<file path="src/sv/fcf_pkg.sv">
// Shared constants and hand-off types for the 4-tap full-convolution FIR.
`timescale 1ns / 1ps

package fcf_pkg;

    localparam int TAPS_DEFAULT        = 4;
    localparam int SAMPLE_BITS_DEFAULT = 16;
    localparam int COEF_BITS           = 16;
    localparam int OUT_BITS            = 34;
    // Wide enough to address the largest supported kernel (8 taps).
    localparam int CFG_INDEX_BITS      = 3;

    // Control that travels with each transaction from cell to cell.
    typedef struct packed {
        logic valid;
        logic last;
    } xfer_ctl_t;

endpackage

</file>
<file path="src/sv/full_convolution_fir_4tap_top.sv">
// Top level of the streaming full-convolution FIR: coefficients, feed and cell chain.
`timescale 1ns / 1ps

// Streaming FIR that computes the full convolution of each sample block with a
// TAPS-long kernel (default 4). It takes one signed sample per cycle and returns
// the exact 34-bit sum coef_0*x[n] + coef_1*x[n-1] + ... for every sample. A
// transaction with block_end set is followed by TAPS-1 tail results computed
// with zeros shifted in; the final tail result carries last_out, and the delay
// line is left all zeros for the next block. Throughput is one transaction per
// clock while the output does not stall; each block end holds in_stall high
// while the feed sequencer pushes tail zeros through the chain's single entry.
// Input reaches the output through one register per multiply-accumulate cell;
// each cell holds one transaction, and bubbles close up when the output stalls,
// so the input keeps taking samples until the chain is full. Coefficients must
// be written through cfg_we/cfg_index/cfg_data while the filter is idle; the
// block does not enforce this. An index at or beyond TAPS is ignored. With
// TAPS = 1 the sample's own result carries last_out on a block end.
module full_convolution_fir_4tap_top #(
    parameter int TAPS        = fcf_pkg::TAPS_DEFAULT,
    parameter int SAMPLE_BITS = fcf_pkg::SAMPLE_BITS_DEFAULT
) (
    input  logic                                  clk,
    input  logic                                  rst_n,
    // coefficient write port
    input  logic                                  cfg_we,
    input  logic [fcf_pkg::CFG_INDEX_BITS-1:0]    cfg_index,
    input  logic [fcf_pkg::COEF_BITS-1:0]         cfg_data,
    // input channel
    input  logic                                  in_valid,
    output logic                                  in_stall,
    input  logic signed [SAMPLE_BITS-1:0]         sample,
    input  logic                                  block_end,
    // output channel
    output logic                                  out_valid,
    input  logic                                  out_stall,
    output logic signed [fcf_pkg::OUT_BITS-1:0]   filtered,
    output logic                                  last_out
);

    // Kernel weights, one register per tap.
    logic signed [fcf_pkg::COEF_BITS-1:0] coef_reg [TAPS];

    // Chain hand-off: position k feeds cell k, position TAPS is the output.
    fcf_pkg::xfer_ctl_t               ctl_chain   [TAPS+1];
    logic [fcf_pkg::OUT_BITS-1:0]     sum_chain   [TAPS+1];
    logic [TAPS-1:0][SAMPLE_BITS-1:0] taps_chain  [TAPS+1];
    logic                             ready_chain [TAPS+1];

    // Write a coefficient; drop writes to indexes beyond the kernel.
    always_ff @(posedge clk or negedge rst_n)
    begin
        if (!rst_n)
        begin
            for (int k = 0; k < TAPS; k++)
            begin
                coef_reg[k] <= '0;
            end
        end
        else
        begin
            for (int k = 0; k < TAPS; k++)
            begin
                if (cfg_we && (cfg_index == fcf_pkg::CFG_INDEX_BITS'(k)))
                begin
                    coef_reg[k] <= cfg_data;
                end
            end
        end
    end

    // Feed sequencer: accepts samples, keeps the history, inserts tail zeros.
    fcf_feed #(
        .TAPS        (TAPS),
        .SAMPLE_BITS (SAMPLE_BITS)
    ) u_feed (
        .clk        (clk),
        .rst_n      (rst_n),
        .sample     (sample),
        .block_end  (block_end),
        .in_valid   (in_valid),
        .in_stall   (in_stall),
        .down_ready (ready_chain[0]),
        .feed_ctl   (ctl_chain[0]),
        .feed_taps  (taps_chain[0])
    );

    assign sum_chain[0] = '0;

    // Cell k adds coef_k times the tap k steps back to the running sum.
    generate
        for (genvar k = 0; k < TAPS; k++)
        begin : g_cell
            fcf_cell #(
                .TAPS        (TAPS),
                .SAMPLE_BITS (SAMPLE_BITS),
                .IDX         (k)
            ) u_cell (
                .clk        (clk),
                .rst_n      (rst_n),
                .coef       (coef_reg[k]),
                .up_ctl     (ctl_chain[k]),
                .up_sum     (sum_chain[k]),
                .up_taps    (taps_chain[k]),
                .up_ready   (ready_chain[k]),
                .down_ready (ready_chain[k+1]),
                .dn_ctl     (ctl_chain[k+1]),
                .dn_sum     (sum_chain[k+1]),
                .dn_taps    (taps_chain[k+1])
            );
        end
    endgenerate

    // The last cell's register is the output register; advance it when taken.
    assign ready_chain[TAPS] = !out_stall;

    assign out_valid = ctl_chain[TAPS].valid;
    assign filtered  = sum_chain[TAPS];
    assign last_out  = ctl_chain[TAPS].last;

endmodule

</file>
<file path="src/sv/fcf_feed.sv">
// Input sequencer: sample history, tail zero insertion and input handshake.
`timescale 1ns / 1ps

module fcf_feed #(
    parameter int TAPS        = fcf_pkg::TAPS_DEFAULT,
    parameter int SAMPLE_BITS = fcf_pkg::SAMPLE_BITS_DEFAULT
) (
    input  logic                               clk,
    input  logic                               rst_n,
    input  logic signed [SAMPLE_BITS-1:0]      sample,
    input  logic                               block_end,
    input  logic                               in_valid,
    output logic                               in_stall,
    input  logic                               down_ready,
    output fcf_pkg::xfer_ctl_t                 feed_ctl,
    output logic [TAPS-1:0][SAMPLE_BITS-1:0]   feed_taps
);

    localparam int CNT_W = (TAPS > 1) ? $clog2(TAPS) : 1;

    logic [CNT_W-1:0]       tail_cnt_reg;
    logic [CNT_W-1:0]       tail_cnt_next;
    logic                   tail_active;
    logic                   shift;
    logic [SAMPLE_BITS-1:0] x;

    assign tail_active = (tail_cnt_reg != '0);
    assign in_stall    = tail_active || !down_ready;
    assign shift       = (tail_active || in_valid) && down_ready;
    assign x           = tail_active ? '0 : sample;

    assign feed_ctl.valid = tail_active || in_valid;
    assign feed_ctl.last  = tail_active ? (tail_cnt_reg == CNT_W'(1))
                                        : (block_end && (TAPS == 1));

    assign feed_taps[0] = x;

    always_comb
    begin
        tail_cnt_next = tail_cnt_reg;
        if (shift)
        begin
            if (tail_active)
            begin
                tail_cnt_next = tail_cnt_reg - CNT_W'(1);
            end
            else if (block_end && (TAPS > 1))
            begin
                tail_cnt_next = CNT_W'(TAPS - 1);
            end
        end
    end

    always_ff @(posedge clk or negedge rst_n)
    begin
        if (!rst_n)
        begin
            tail_cnt_reg <= '0;
        end
        else
        begin
            tail_cnt_reg <= tail_cnt_next;
        end
    end

    generate
        if (TAPS > 1)
        begin : g_hist
            logic [TAPS-2:0][SAMPLE_BITS-1:0] hist_reg;
            logic [TAPS-2:0][SAMPLE_BITS-1:0] hist_next;

            always_comb
            begin
                hist_next    = hist_reg;
                if (shift)
                begin
                    hist_next[0] = x;
                    for (int k = 1; k < TAPS - 1; k++)
                    begin
                        hist_next[k] = hist_reg[k-1];
                    end
                end
            end

            always_ff @(posedge clk or negedge rst_n)
            begin
                if (!rst_n)
                begin
                    hist_reg <= '0;
                end
                else
                begin
                    hist_reg <= hist_next;
                end
            end

            for (genvar k = 1; k < TAPS; k++)
            begin : g_tap
                assign feed_taps[k] = hist_reg[k-1];
            end

            // Tail flush leaves the delay line cleared.
            a_flush_clears: assert property (@(posedge clk) disable iff (!rst_n)
                (tail_cnt_reg == CNT_W'(1)) && shift |=> (hist_reg == '0))
                else $error("history not cleared after tail flush");
        end
    endgenerate

    // Hold the input side while tail zeros go out.
    a_tail_blocks_input: assert property (@(posedge clk) disable iff (!rst_n)
        tail_active |-> in_stall)
        else $error("input accepted during tail flush");

    // A block end arms the full tail.
    a_tail_armed: assert property (@(posedge clk) disable iff (!rst_n)
        in_valid && !in_stall && block_end && (TAPS > 1)
            |=> (tail_cnt_reg == CNT_W'(TAPS - 1)))
        else $error("tail counter not armed on block end");

endmodule

</file>
<file path="src/sv/fcf_cell.sv">
// One multiply-accumulate cell of the FIR chain.
`timescale 1ns / 1ps

module fcf_cell #(
    parameter int TAPS        = fcf_pkg::TAPS_DEFAULT,
    parameter int SAMPLE_BITS = fcf_pkg::SAMPLE_BITS_DEFAULT,
    parameter int IDX         = 0
) (
    input  logic                                   clk,
    input  logic                                   rst_n,
    input  logic signed [fcf_pkg::COEF_BITS-1:0]   coef,
    input  fcf_pkg::xfer_ctl_t                     up_ctl,
    input  logic [fcf_pkg::OUT_BITS-1:0]           up_sum,
    input  logic [TAPS-1:0][SAMPLE_BITS-1:0]       up_taps,
    output logic                                   up_ready,
    input  logic                                   down_ready,
    output fcf_pkg::xfer_ctl_t                     dn_ctl,
    output logic [fcf_pkg::OUT_BITS-1:0]           dn_sum,
    output logic [TAPS-1:0][SAMPLE_BITS-1:0]       dn_taps
);

    localparam int PROD_W = fcf_pkg::COEF_BITS + SAMPLE_BITS;
    localparam int EXT_W  = (PROD_W > fcf_pkg::OUT_BITS) ? PROD_W : fcf_pkg::OUT_BITS;

    fcf_pkg::xfer_ctl_t               ctl_reg;
    logic [fcf_pkg::OUT_BITS-1:0]     sum_reg;
    logic [fcf_pkg::OUT_BITS-1:0]     sum_next;
    logic [TAPS-1:0][SAMPLE_BITS-1:0] taps_reg;
    logic signed [SAMPLE_BITS-1:0]    tap;
    logic signed [PROD_W-1:0]         prod;
    logic signed [EXT_W-1:0]          prod_ext;
    logic                             load;

    assign tap      = up_taps[IDX];
    assign prod     = coef * tap;
    assign prod_ext = EXT_W'(prod);
    assign sum_next = up_sum + prod_ext[fcf_pkg::OUT_BITS-1:0];

    // Take a new transaction when empty or when the held one moves on.
    assign load     = !ctl_reg.valid || down_ready;
    assign up_ready = load;

    always_ff @(posedge clk or negedge rst_n)
    begin
        if (!rst_n)
        begin
            ctl_reg <= '0;
        end
        else if (load)
        begin
            ctl_reg <= up_ctl;
        end
    end

    always_ff @(posedge clk)
    begin
        if (load)
        begin
            sum_reg  <= sum_next;
            taps_reg <= up_taps;
        end
    end

    assign dn_ctl  = ctl_reg;
    assign dn_sum  = sum_reg;
    assign dn_taps = taps_reg;

endmodule

</file>
<file path="config.mk">
export PLATFORM = sky130hd
export DESIGN_NAME = full_convolution_fir_4tap_top
export DESIGN_NICKNAME = d
export VERILOG_FILES = /design/src/sv/fcf_pkg.sv /design/src/sv/full_convolution_fir_4tap_top.sv /design/src/sv/fcf_feed.sv /design/src/sv/fcf_cell.sv
export SDC_FILE = /design/constraint.sdc
export NUM_CORES = 2
export LEC_CHECK = 0
export BUFFER_PORTS_ARGS = -buffer_cell sky130_fd_sc_hd__buf_2
export CAP_MARGIN = 0
export CORE_UTILIZATION = 65
export DETAILED_ROUTE_END_ITERATION = 8
export PLACE_DENSITY = 0.9
export SLEW_MARGIN = 20
export SYNTH_ARGS = -nofsm -noshare
export SYNTH_HDL_FRONTEND = slang
export SYNTH_SLANG_ARGS = --single-unit
export TNS_END_PERCENT = 20
</file>
<file path="constraint.sdc">
create_clock -name clk -period 15.5 [get_ports clk]
set_input_delay 2.325 -clock clk [delete_from_list [all_inputs] [get_ports clk]]
set_output_delay 2.325 -clock clk [all_outputs]
set_load 0.01 [all_outputs]
</file>
* Word-level counts from Yosys, hierarchy flattened
Cells that the tools add are included.
** Word-level totals
- Flip-flop bits (word level) :: 352
- Bits of input ports :: 41
- Output and inout port bits :: 37
- Logic and storage cells :: 63
** Operators by class
- $add $sub $neg :: 4
- $mul :: 4
- Eq/ne operators :: 4
- Multiplexer cells :: 4
- Reductions and logical operators :: 21
** Operators with widths (number)
- multiplier 16 x 16 -> 32 bit :: 4
- adder 34 bit :: 2
- adder 32 x 32 -> 33 bit :: 1
- 2-to-1 mux 16 bit :: 1
- == test 3 x 2 -> 1 bit, second input constant :: 2
- zero test 1 bit :: 6
- logical OR 1 bit :: 6
- logical AND 1 bit :: 5
- 2-to-1 mux 2 bit :: 2
- nonzero test 2 bit :: 2
- == test 3 x 1 -> 1 bit, second input constant :: 1
- zero test 3 bit :: 1
- == test 2 x 1 -> 1 bit, second input constant :: 1
- AND reduction 2 bit :: 1
- subtractor 2 x 1 -> 2 bit, second input constant :: 1
- 2-to-1 mux 1 bit :: 1

* Logic depth before layout (Yosys ltp)
- Word-level depth :: 7
- Gate-level depth with buffers :: 35
- Depth with buffers taken out :: 34

* By module
From an unflattened synthesis, not the netlist that was laid out.
** Second synthesis, totals
- Cell total of the unflattened synthesis :: 5939
- Area total of the unflattened synthesis :: 62570.0 um^2
** By module, submodules not included
- fcf_cell at g_cell[1].u_cell ... :: instances 2, cells each 1392, area an instance 14406.3 um^2, seq. area each 2992.9 um^2
- fcf_cell at g_cell[0].u_cell :: instances 1, cells each 1439, area an instance 14528.9 um^2, seq. area each 2992.9 um^2
- fcf_cell at g_cell[3].u_cell :: instances 1, cells each 1419, area an instance 14473.9 um^2, seq. area each 2992.9 um^2
- full_convolution_fir_4tap_top :: instances 1, cells each 140, area an instance 2454.9 um^2, seq. area each 1601.5 um^2
- fcf_feed :: instances 1, cells each 157, area an instance 2299.7 um^2, seq. area each 1251.2 um^2

* Worst setup path before layout
OpenSTA, ideal clock, no wires.
- Path type :: input port to flip-flop
- Start point :: input port sample[1]
- End point :: register g_cell[0].u_cell.dn_sum[31] (netlist name)
- Setup time :: 0.259 ns
- Arrival :: 7.985 ns
- Data required time :: 15.241 ns
- Path slack :: 7.256 ns
- Stages on the path :: 21
- Path buffers :: 1
- Cells stage by stage :: and2_1 > clkbuf_1 > nand2_1 > inv_1 > fa_1 > inv_1 > fa_1 > fa_1 > fa_1 > fa_1 > fa_1 > inv_1 > ha_1 > a21o_1 > a21o_1 > a21o_1 > a2111o_1 > o221a_2 > a211oi_1 > o2bb2ai_1 > xnor2_1
** Between the ends
- Longest elaborated chain between the ends :: 2
** RTL lines
- start: declaration :: RTL line full_convolution_fir_4tap_top.sv:31 : input logic signed [SAMPLE_BITS-1:0] sample,
- 2-to-1 mux 16 bit :: RTL line fcf_feed.sv:30 : assign x = tail_active ? '0 : sample;
- multiplier 16 x 16 -> 32 bit :: RTL line fcf_cell.sv:35 : assign prod = coef * tap;
- via g_cell[0].u_cell.prod[31] :: RTL line fcf_cell.sv:30 : logic signed [PROD_W-1:0] prod;
The timed path passes the listed nets, and every way through them passes these cells.
A chain may end at the register's enable or synchronous reset.

* Worst setup path in the final report
- Start point :: register g_cell[2].u_cell.taps_reg (netlist bit g_cell[2].u_cell.dn_taps[49])
- End point :: register g_cell[3].u_cell.sum_reg (netlist bit g_cell[3].u_cell.dn_sum[32]), data pin
** Between the ends
- Longest elaborated chain between the ends :: 2
** RTL lines
- start: declaration :: RTL line fcf_cell.sv:28 : logic [TAPS-1:0][SAMPLE_BITS-1:0] taps_reg;
- start signal: assignment :: RTL line fcf_cell.sv:60 : taps_reg <= up_taps;
- multiplier 16 x 16 -> 32 bit :: RTL line fcf_cell.sv:35
- adder 34 bit :: RTL line fcf_cell.sv:37 : assign sum_next = up_sum + prod_ext[fcf_pkg::OUT_BITS-1:0];
- via g_cell[3].u_cell.sum_next (one bit) :: RTL line fcf_cell.sv:27 : logic [fcf_pkg::OUT_BITS-1:0] sum_next;
- end signal: assignment :: RTL line fcf_cell.sv:59 : sum_reg <= sum_next;
- end: declaration :: RTL line fcf_cell.sv:26 : logic [fcf_pkg::OUT_BITS-1:0] sum_reg;
The timed path passes the listed nets, and every way through them passes these cells.

==> flow_metrics.py <==
metrics = {
    "clocking": {
        "clk_pin_slew_worst_paths_ns": 0.06,
        "insertion_delay_ns": 0.64,
        "cts.path.max_buffers": 3,
        "cts_max_level": 2,
        "postCtsHoldBufs": 0,
        "cts_sinks": 351,
        "cts_buffers": 42,
        "post_cts_buffers": 0,
        "ctsResizeCount": 0,
        "cts_tree": "done",
        "cts_root_buf": "clkbuf_16",
    },
    "sta": {
        "finalHoldViolCount": 0,
        "setup_slack_ns": 6.460,
        "fin_worst_skew_ns": 0.05792,
        "period_minus_slack_ns": 9.040,
        "tightest_slew_ns": 1.118,
        "max_freq_ghz": 0.1106,
        "relSlewSlack": 0.2550,
        "setup_tns_ns": 0,
        "slew_violations": 0,
        "rsz0062_at_grt": "no",
        "period_share": 0.5832,
        "finalSetupViolCount": 0,
    },
    "hold_path": {
        "worstHoldStart": "g_cell[0].u_cell.dn_taps[33]$_DFFE_PN_",
        "hp-class": "flop to flop",
        "holdPathEnd": "g_cell[1].u_cell.dn_taps[33]$_DFFE_PP_",
        "hold_path_depth": 0,
    },
    "floorplanning": {
        "boundaryPins": 78,
        "initial_core_util": 0.6609,
        "dieArea_mm2": 0.08505,
        "rows": 105,
        "die_h_um": 291.6,
        "dieWidth_um": 291.6,
        "core-area_mm2": 0.08250,
    },
    "flow_run": {
        "maxCapViolCount": 0,
    },
    "final_layout": {
        "final_cell_mix": "inv_1 (1191), fa_1 (1088), nand2_1 (616)",
        "ff_latch_area_mm2": 0.009930,
        "stdcell_count": 6411,
        "final_common_cell": "inv_1",
        "drive_gt1_frac": 0.05693,
        "nNetsFinal": 6849,
        "num-fill-cells": 5502,
        "largest_reg_flops": 133,
        "area_delta_synth_final_pct": 5.121,
        "multi_input_area_mm2": 0.03962,
        "stdcell_area_mm2": 0.05732,
    },
    "setup_path": {
        "cp_slowest_cell": "fa_1",
        "cp.required_ns": 15.84,
        "r2r_start": "g_cell[2].u_cell.dn_taps[49]$_DFFE_PP_",
        "crit_path_max_incr_delay_ns": 0.73,
        "startpoint_type": "flop",
        "cp_max_fo": 16,
        "arrival_ns": 9.38,
        "path_common_cell": "fa_1",
        "reg2reg_to": "g_cell[3].u_cell.dn_sum[32]$_DFFE_PP_",
        "r2r_cells": 30,
        "crit_type": "flop to flop",
        "ff2ff_setup_slack_ns": 6.46,
        "crit_family": "adder cells",
        "endpoint_kind": "flop",
        "cp_num_buf_inv": 3,
    },
    "drt": {
        "first_pass_iters": 7,
        "drcViolationCount": 0,
        "num_vias": 37840,
        "drt-wirelength-per-cell_um": 20.61,
        "antenna_left": 0,
        "first_iter_violations": 3449,
        "routed_wl_um": 132100,
        "vias_per_cell": 5.902,
    },
    "placement": {
        "place_inst": 6332,
        "gp_congestion": 0.9669,
        "portBuffers": 77,
        "place_ws_ns": 6.536,
        "placed_area_mm2": 0.05586,
        "detailed_place_hpwl_um": 107100,
    },
    "synthesis": {
        "ys_seq_elements": 351,
        "ys_async_sr_fraction": 0.3476,
        "synthesis.instances": 5327,
        "ys.flop_type": "edfxtp_1",
        "ys_types": 72,
        "synth.avg_cell_area_um2": 10.24,
        "ys_seq_area_frac": 0.1821,
        "synth_area_mm2": 0.05453,
        "synth_nets": 6870,
        "yosys_warnings": 0,
        "synth_edf_count": 229,
    },
    "global_routing": {
        "grt_usage": 0.3203,
        "grt_first_pass_wirelength_um": 214200,
        "grt_antenna_before_repair": 7,
        "grt_pass1_vias": 41610,
        "overflow": 0,
        "grt_max_degree": 107,
    },
    "status": {
        "outcome": "complete, no violations",
    },
}
cells by family (layout without fill, tap and decap cells):
family	after synthesis	after routing	share of synthesized area
buffers and inverters	1348	1361	0.09281
other	0	1	0
xor gates and xnor gates	193	193	0.03139
and+or+nand+nor	1384	1384	0.1239
adders and majority gates	1502	1502	0.4944
AOI/OAI and AO/OA	439	439	0.05271
DFF	351	351	0.1821
muxes	110	110	0.02272
cells in the mapped netlist, types with 16 or more instances:
master	n	area, um^2
dfrtp_1	122	3053
a211oi_1	22	165.2
nor2_1	132	495.5
nand3_1	29	145.1
nand2_1	618	2320
or2_2	16	100.1
xnor2_1	150	1314
inv_1	1192	4474
mux2_2	110	1239
and3_1	127	794.5
nor3_1	28	140.1
xor2_1	41	359.1
a21o_1	63	473.0
nor2b_1	17	106.4
o21bai_1	22	165.2
a21oi_1	126	630.6
clkbuf_1	154	578.1
nand2b_1	44	275.3
edfxtp_1	229	6877
o21a_1	26	195.2
and2_1	336	2102
ha_1	414	5180
o21ai_0	79	395.4
fa_1	1088	21780
stage by stage:
stage | util | hold WS (ns)
after detailed placement | 0.6770 | 0.4052
after global routing | 0.6948 | 0.4134
final | 0.6948 | 0.4079
after floorplan | - | 0.4003
after CTS | 0.6948 | 0.4035
after global placement | 0.6770 | 0.4008
worst max path at each step:
stage / from / end / slack (ns) / depth (start not counted)
global placement: sample[4] / g_cell[0].u_cell.dn_sum[28]$_DFFE_PN_ / 6.65 / 23
global route: g_cell[2].u_cell.dn_taps[49]$_DFFE_PP_ / g_cell[3].u_cell.dn_sum[32]$_DFFE_PP_ / 6.03 / 30
floorplan: sample[1] / g_cell[0].u_cell.dn_sum[31]$_DFFE_PN_ / 7.26 / 21
CTS: g_cell[2].u_cell.dn_taps[49]$_DFFE_PP_ / g_cell[3].u_cell.dn_sum[33]$_DFFE_PP_ / 6.58 / 31
finish: g_cell[2].u_cell.dn_taps[49]$_DFFE_PP_ / g_cell[3].u_cell.dn_sum[32]$_DFFE_PP_ / 6.46 / 30
detailed placement: sample[4] / g_cell[0].u_cell.dn_sum[28]$_DFFE_PN_ / 6.54 / 23
metal layers:
layer | wire, um | track usage | vias up
li1 | - | - | 16320
met1 | 47720 | 0.3876 | 19150
met2 | 65390 | 0.5545 | 1904
met3 | 12970 | 0.07376 | 464
met4 | 6032 | 0.1284 | 0
met5 | 0 | 0 | -
worst register-to-register path: cells and delay by family, from the launching register on:
kind	cells	cell delay [ns]
AOI/OAI and AO/OA	9	1.87
xor gates and xnor gates	1	0.11
adders and majority gates	8	4.06
buffers and inverters	3	0.19
DFF	1	0.65
and+or+nand+nor	9	1.90
layout make-up:
type	count	area share
diodes	1	0.00004365
clock buffers	53	0.01958
clock inverters	25	0.005959
inverters	1192	0.07805
multi-input cells	3628	0.6911
flip-flops and latches	351	0.1732
well taps	1070	0.02336
repair buffers	91	0.008665
Power is left out: the tool's default activity adds up to more than one toggle a clock period on the data nets, which glitch-free logic cannot reach.
